<file path="src/rtl/plpp_pkg.sv">
// Package for the piecewise-linear profile player: shared types, codes and sizes.
`timescale 1ns / 1ps
package plpp_pkg;

  // Table depth; point_index is six bits wide, so every index addresses the table.
  localparam int unsigned MAX_POINTS = 64;
  localparam int unsigned ADDR_W     = $clog2(MAX_POINTS);
  localparam int unsigned COUNT_W    = 7;
  // Quotient bits of the divider, one per cell of the chain.
  localparam int unsigned DIV_W      = 32;

  localparam logic REQ_LOAD   = 1'b0;
  localparam logic REQ_SAMPLE = 1'b1;

  localparam logic [1:0] CFG_POINT_COUNT  = 2'd0;
  localparam logic [1:0] CFG_LOOP_ENABLE  = 2'd1;
  localparam logic [1:0] CFG_INITIAL_TEMP = 2'd2;

  typedef struct packed {
    logic               req_type;
    logic [5:0]         point_index;
    logic [31:0]        point_time_ms;
    logic signed [15:0] point_depth;
    logic signed [15:0] point_temp;
    logic [31:0]        elapsed_ms;
  } req_t;

  typedef struct packed {
    logic signed [15:0] depth_out;
    logic signed [15:0] temp_out;
  } res_t;

  // Data handed from one divider cell to the next.
  typedef struct packed {
    logic             valid;
    logic [DIV_W-1:0] rem;
    logic [DIV_W-1:0] word;
  } div_stage_t;

  typedef enum logic [3:0] {
    S_IDLE,
    S_LAST,
    S_MOD_ISS,
    S_MOD_WAIT,
    S_SCAN,
    S_MUL,
    S_DIV_D,
    S_DIV_T,
    S_DIV_WAIT
  } plpp_state_t;

endpackage

</file>
<file path="src/rtl/plpp_div_cell.sv">
// One cell of the divider chain: a single restoring quotient bit per cycle.
`timescale 1ns / 1ps
module plpp_div_cell
  import plpp_pkg::*;
(
  input  logic             clk,
  input  logic             rst,
  input  logic [DIV_W-1:0] divisor,
  input  div_stage_t       prev,
  output div_stage_t       next
);

  logic [DIV_W:0] cand;
  logic [DIV_W:0] diff;
  logic           ge;

  // The word shifts left: dividend bits leave at the top, quotient bits enter below.
  assign cand = {prev.rem, prev.word[DIV_W-1]};
  assign diff = cand - {1'b0, divisor};
  assign ge   = cand >= {1'b0, divisor};

  always_ff @(posedge clk) begin
    if (rst) begin
      next.valid <= 1'b0;
    end else begin
      next.valid <= prev.valid;
    end
    next.rem  <= ge ? diff[DIV_W-1:0] : cand[DIV_W-1:0];
    next.word <= {prev.word[DIV_W-2:0], ge};
  end

endmodule

</file>
<file path="src/rtl/plpp_div_chain.sv">
// Row of divider cells, one per quotient bit, giving quotient and remainder.
`timescale 1ns / 1ps
module plpp_div_chain
  import plpp_pkg::*;
(
  input  logic             clk,
  input  logic             rst,
  input  logic [DIV_W-1:0] divisor,
  input  div_stage_t       din,
  output div_stage_t       dout
);

  div_stage_t link [DIV_W+1];

  assign link[0] = din;

  for (genvar g = 0; g < DIV_W; g++) begin : g_cell
    plpp_div_cell u_cell (
      .clk     (clk),
      .rst     (rst),
      .divisor (divisor),
      .prev    (link[g]),
      .next    (link[g+1])
    );
  end

  assign dout = link[DIV_W];

endmodule

</file>
<file path="config.mk">
export PLATFORM = sky130hd
export DESIGN_NAME = plpp_div_chain
export DESIGN_NICKNAME = d
export VERILOG_FILES = /design/src/rtl/plpp_pkg.sv /design/src/rtl/plpp_div_cell.sv /design/src/rtl/plpp_div_chain.sv
export SDC_FILE = /design/constraint.sdc
export NUM_CORES = 2
export LEC_CHECK = 0
export BUFFER_PORTS_ARGS = -buffer_cell sky130_fd_sc_hd__buf_2
export CORE_MARGIN = 5
export CORE_UTILIZATION = 45
export DETAILED_ROUTE_END_ITERATION = 6
export PLACE_DENSITY = 0.72
export SYNTH_ARGS = -nofsm -noshare
export SYNTH_HDL_FRONTEND = slang
export SYNTH_SLANG_ARGS = --single-unit
</file>
<file path="constraint.sdc">
create_clock -name clk -period 4.4 [get_ports clk]
set_input_delay 0.88 -clock clk [delete_from_list [all_inputs] [get_ports clk]]
set_output_delay 0.88 -clock clk [all_outputs]
set_load 0.03 [all_outputs]
</file>
[After elaboration in Yosys (flattened, before gate mapping)]
Index checks and enable logic that the tools add are counted.
Word-level totals
  register bits: 2080
  bits of input ports: 99
  output and inout bits: 65
  word-level logic and storage cells: 192
Cells by class
  add/sub/neg operators: 32
  order comparisons: 32
  mux-type cells: 32
Operators by type and width (number)
  $ge A33 B32 Y1: 32
  $mux W32: 32
  $sub A32 B32 Y32: 32

[Longest topological paths before layout]
  depth in word-level cells: 2
  depth in mapped cells: 15
  depth with buffers taken out: 13

[By module]
A second synthesis with hierarchy kept.
Second synthesis, totals
  cells, all modules: 13058
  area total of the unflattened synthesis: 112770.7 sq um
Modules (own cells, without submodules)
  plpp_div_cell at g_cell[0].u_cell ...: times used 30, cells an instance 411, area an instance 3517.1 sq um, sequential area each 1301.2 sq um
  plpp_div_cell at g_cell[20].u_cell: times used 1, cells an instance 369, area an instance 3686.0 sq um, sequential area each 1301.2 sq um
  plpp_div_cell at g_cell[9].u_cell: times used 1, cells an instance 359, area an instance 3570.9 sq um, sequential area each 1301.2 sq um

[Worst setup path after synthesis]
No wires, ideal clock.
  path type: in2reg
  start: input port divisor[6]
  end: register g_cell[19].u_cell.next[56] in the netlist's numbering
  setup time: 0.121 ns
  data arrival time: 4.188 ns
  data required time: 4.279 ns
  path slack: 0.091 ns
  cell stages on the path: 13
  path buffers: 1
  path through: inv_1 -> ha_1 -> a21o_1 -> a21oi_1 -> o21ai_0 -> o21ai_1 -> a31oi_1 -> a221o_1 -> nand2_1 -> a31oi_1 -> a211oi_2 -> buf_4 -> mux2_2
On the way
  longest elaborated chain between the ends: 2
  elaborated cells on any way between the ends: 3
  classes of those cells: add/sub (1); order compare (1); mux (1)
RTL lines
  start: declaration: RTL line plpp_div_chain.sv:8  | input logic [DIV_W-1:0] divisor,
  $sub A32 B32 Y32 / $ge A33 B32 Y1 (equally long branches): RTL line plpp_div_cell.sv:19, plpp_div_cell.sv:20
  $mux W32 *: RTL line plpp_div_cell.sv:28  | next.rem <= ge ? diff[DIV_W-1:0] : cand[DIV_W-1:0];
  end: declaration: RTL line plpp_div_cell.sv:10  | output div_stage_t next
Every way passes the cells marked *; elsewhere a longest branch is shown, timed or not.
A chain may end at the register's enable or synchronous reset.

[Worst setup path after layout]
  start: register g_cell[6].u_cell.next[50] in the netlist's numbering
  end: register g_cell[7].u_cell.next[60] in the netlist's numbering
On the way
  longest elaborated chain between the ends: 2
  elaborated cells on any way between the ends: 3
  classes of those cells: add/sub (1); order compare (1); mux (1)
RTL lines (RTL line)
  start: declaration: plpp_div_cell.sv:10
  $sub A32 B32 Y32 / $ge A33 B32 Y1 (equally long branches): plpp_div_cell.sv:19, plpp_div_cell.sv:20
  $mux W32 *: plpp_div_cell.sv:28
  end: declaration: plpp_div_cell.sv:10
Marks and branches as above.

==> results_dict.tcl <==
set metrics [dict create \
    status "completed" \
    maxSlewHeadroom_pct 30.8 \
    clock-sinks 2080 \
    critPathRequiredTime_ns 5.15 \
    synth_edf_count 0 \
    finalCritPeriodShare_pct 87.8 \
    max_stage_delay_ns 0.55 \
    grt_usage_pct 22.7 \
    ant_nets 0 \
    drt_iter0_drc 6970 \
    synthTopCellsByCount "2,080 x dfxtp_1, 1,024 x ha_1, 1,010 x a21oi_1" \
    worstSetupEndpointType "flip-flop" \
    cellPowerDensity_nw_per_um2 926 \
    io_buffers 163 \
    peakVddDrop_uv 534 \
    grt_overflow 0 \
    clock_latency_ns 0.88 \
    synth_top_area_cell "dfxtp_1" \
    grt_max_degree 62 \
    largest_registers "g_cell.u_cell.next (2080)" \
    row_count 177 \
    maxSlewViolCount 0 \
    cts_tree "yes" \
    ys_warn_count 0 \
    die_width_um 494 \
    max_freq_ghz 0.259 \
    cts_resized 0 \
    via_per_inst 5.63 \
    tightest_slew_ns 1.04 \
    ys.flop_type "dfxtp_1" \
    finalCriticalPeriod_ns 3.86 \
    top_usage_layer "met2" \
    areaGrowthSynthToFinish_pct 15.0 \
    n_fill_cell 21300 \
    pre_cts_ws_ns -0.178 \
    yosys-top-cells-area "dfxtp_1 39%, ha_1 12%, mux2_2 5.3%" \
    clk_pin_slew_ns 0.06 \
    crit_type "flip-flop to flip-flop" \
    root_buffer "clkbuf_16" \
    gr-usage-met1_pct 30.8 \
    die_h_um 494 \
    ys_ff_latch 2080 \
    grt_util_met3_pct 3.43 \
    dieArea_um2 244000 \
    drv_cap 0 \
    cp_top_family "simple AND/OR/NAND/NOR gates" \
    yosysUniqueCellTypes 101 \
    hpwl_um 217000 \
    post_dp_cell_area_um2 113000 \
    drc 0 \
    grt_pass1_wl_um 445000 \
    final_cell_area_um2 121000 \
    seq_area_frac_synth_pct 39.4 \
    grt_setup_unrepaired "false" \
    start_kind "flip-flop" \
    cellLeakagePower_nw 53.4 \
    antenna_found_initial 7 \
    finalWorstSetupSlack_ns 0.538 \
    drive_above_1_share_pct 13.6 \
    crit_path_frequent_cell "a211oi_1" \
    crit_slowest_cell "or4_1" \
    initial_core_util_pct 45.3 \
    worst-path-buf-inv 0 \
    hold_buffers 0 \
    cts_buffers 217 \
    synth.avg_cell_area_um2 9.31 \
    worstPathMaxFanout 7 \
    nets 13000 \
    netlist_area_um2 106000 \
    grt_pass1_vias 80100 \
    gr-usage-met2_pct 36.2 \
    clock_path_buffers 3 \
    finalWirelength_um 288000 \
    syn_nets 12500 \
    gp_congestion 0.959 \
    hold_viol_final 0 \
    critPathArrivalTime_ns 4.61 \
    fin_worst_skew_ns 0.0613 \
    coreArea_um2 233000 \
    largest_reg_flops 2080 \
    drt-wirelength-per-cell_um 19.0 \
    dr.pass1.iters 6 \
    post_cts_buffers 0 \
    ios 164 \
    synth_top_area_share_pct 39.4 \
    setup_violations 0 \
    async_flop_share_pct 0 \
    fin_util_pct 52.1 \
    syn_inst 11300 \
    vias 85300 \
    cts_max_level 4 \
    hp-class "input pin to flip-flop" \
    synth_most_common_cell "dfxtp_1" \
    cp_cell_sequence "ha_1 > nand4_1 > or3b_2 > or4_1 > a211oi_1 > a211oi_1 > nand2_1 > a31oi_1 > mux2i_1 > a2111oi_0 > o21ai_0" \
    top_register "g_cell.u_cell.next" \
]
[worst reg2reg max path, delay by kind of cell, from the launching register on]
family	cells	cell delay, ns
simple gates	4	1.45
compound gates	5	1.35
fa+ha+maj	1	0.41
flops	1	0.36
mux	1	0.15
[cells in the final DEF (no fill, tap or decap), types with 32 or more instances in the layout]
cell type  Yosys  routed
or2_2         34      34
bufinv_16      0      33
or3_1         38      38
o21ai_1       52      46
o21ai_0      809     809
o31ai_1       77      76
nand2b_1     117     117
nor4_1        39      39
and2_1        35      35
nand3_1      216     215
inv_1        334     303
mux2_2       494     494
o21a_1       134     134
nor2_1       683     682
nor2b_1      186     186
and3_1        96      96
a21oi_1     1010    1010
mux2i_1       34      34
dfxtp_1     2080    2080
clkbuf_16      0     219
clkinv_2       0      42
o21bai_1     131     131
a211oi_1      84      84
a21boi_0      52      52
o211ai_1      52      52
ha_1        1024    1024
xor2_1       349     349
a21o_1       513     513
buf_2         55     161
buf_4         10     354
nand4_1      191     191
nor3_1       136     136
xnor2_1      501     501
a31oi_1      116     115
nand2_1      896     896
buf_12         0      86
fa_1          32      32
[report_power, final]
part | switching, mW | internal (mW)
clock | 8.00 | 11.7
combinational | 32.7 | 28.1
sequential | 4.84 | 27.1
total | 45.5 | 66.9
[area by class of cell]
type	count	area [µm²]	share of cell area [%]
clock buffers	277	6010	4.95
diodes	4	10.0	0.00825
inverters	334	1250	1.03
flip-flops and latches	2080	41600	34.3
clock inverters	127	1890	1.56
repair buffers	601	5180	4.27
well taps	3132	3920	3.23
multi-input cells	8593	61500	50.6
[cells by family (layout without fill, tap and decap cells)]
group / count (synthesis) / in the layout / synth area share (%)
AND/OR/NAND/NOR: 2771 / 2771 / 12.5
other: 0 / 4 / 0
buffers and inverters: 664 / 1339 / 2.54
multiplexers: 540 / 540 / 5.75
flip-flops: 2080 / 2080 / 39.4
XOR/XNOR: 850 / 850 / 7.05
adder cells (fa/ha/maj): 1056 / 1056 / 12.7
AO/OA/AOI/OAI: 3376 / 3376 / 20.0
[layer usage]
layer  routed length [µm]  part of all wire, %
met1               129000                   45
met3                19700                  6.8
met5                    0                    0
met2               126000                   44
met4                12900                  4.5
[path summary, 6_finish.rpt]
check	start	slack (ns)	depth (start not counted)	to
max reg2reg	g_cell[6].u_cell.next[50]$_DFF_P_	0.54	11	g_cell[7].u_cell.next[60]$_DFF_P_
min reg2reg	g_cell[10].u_cell.next[10]$_DFF_P_	0.28	0	g_cell[11].u_cell.next[11]$_DFF_P_
max	g_cell[6].u_cell.next[50]$_DFF_P_	0.54	11	g_cell[7].u_cell.next[60]$_DFF_P_
min	din[16]	0.09	1	g_cell[0].u_cell.next[17]$_DFF_P_
[per-stage QoR]
stage | hold slack (ns) | cells | setup TNS, ns | total power, mW
finish | 0.0876 | 15100 | 0 | 112
global route | 0.0363 | 15100 | 0 | 121
CTS | 0.0126 | 15100 | 0 | 112
detailed placement | 0.312 | 14700 | -0.178 | 91.6
global placement | 0.310 | 14700 | -0.165 | 91.1
floorplan | 0.310 | 11300 | 0 | 75.6
(Power assumes the default switching activity.)
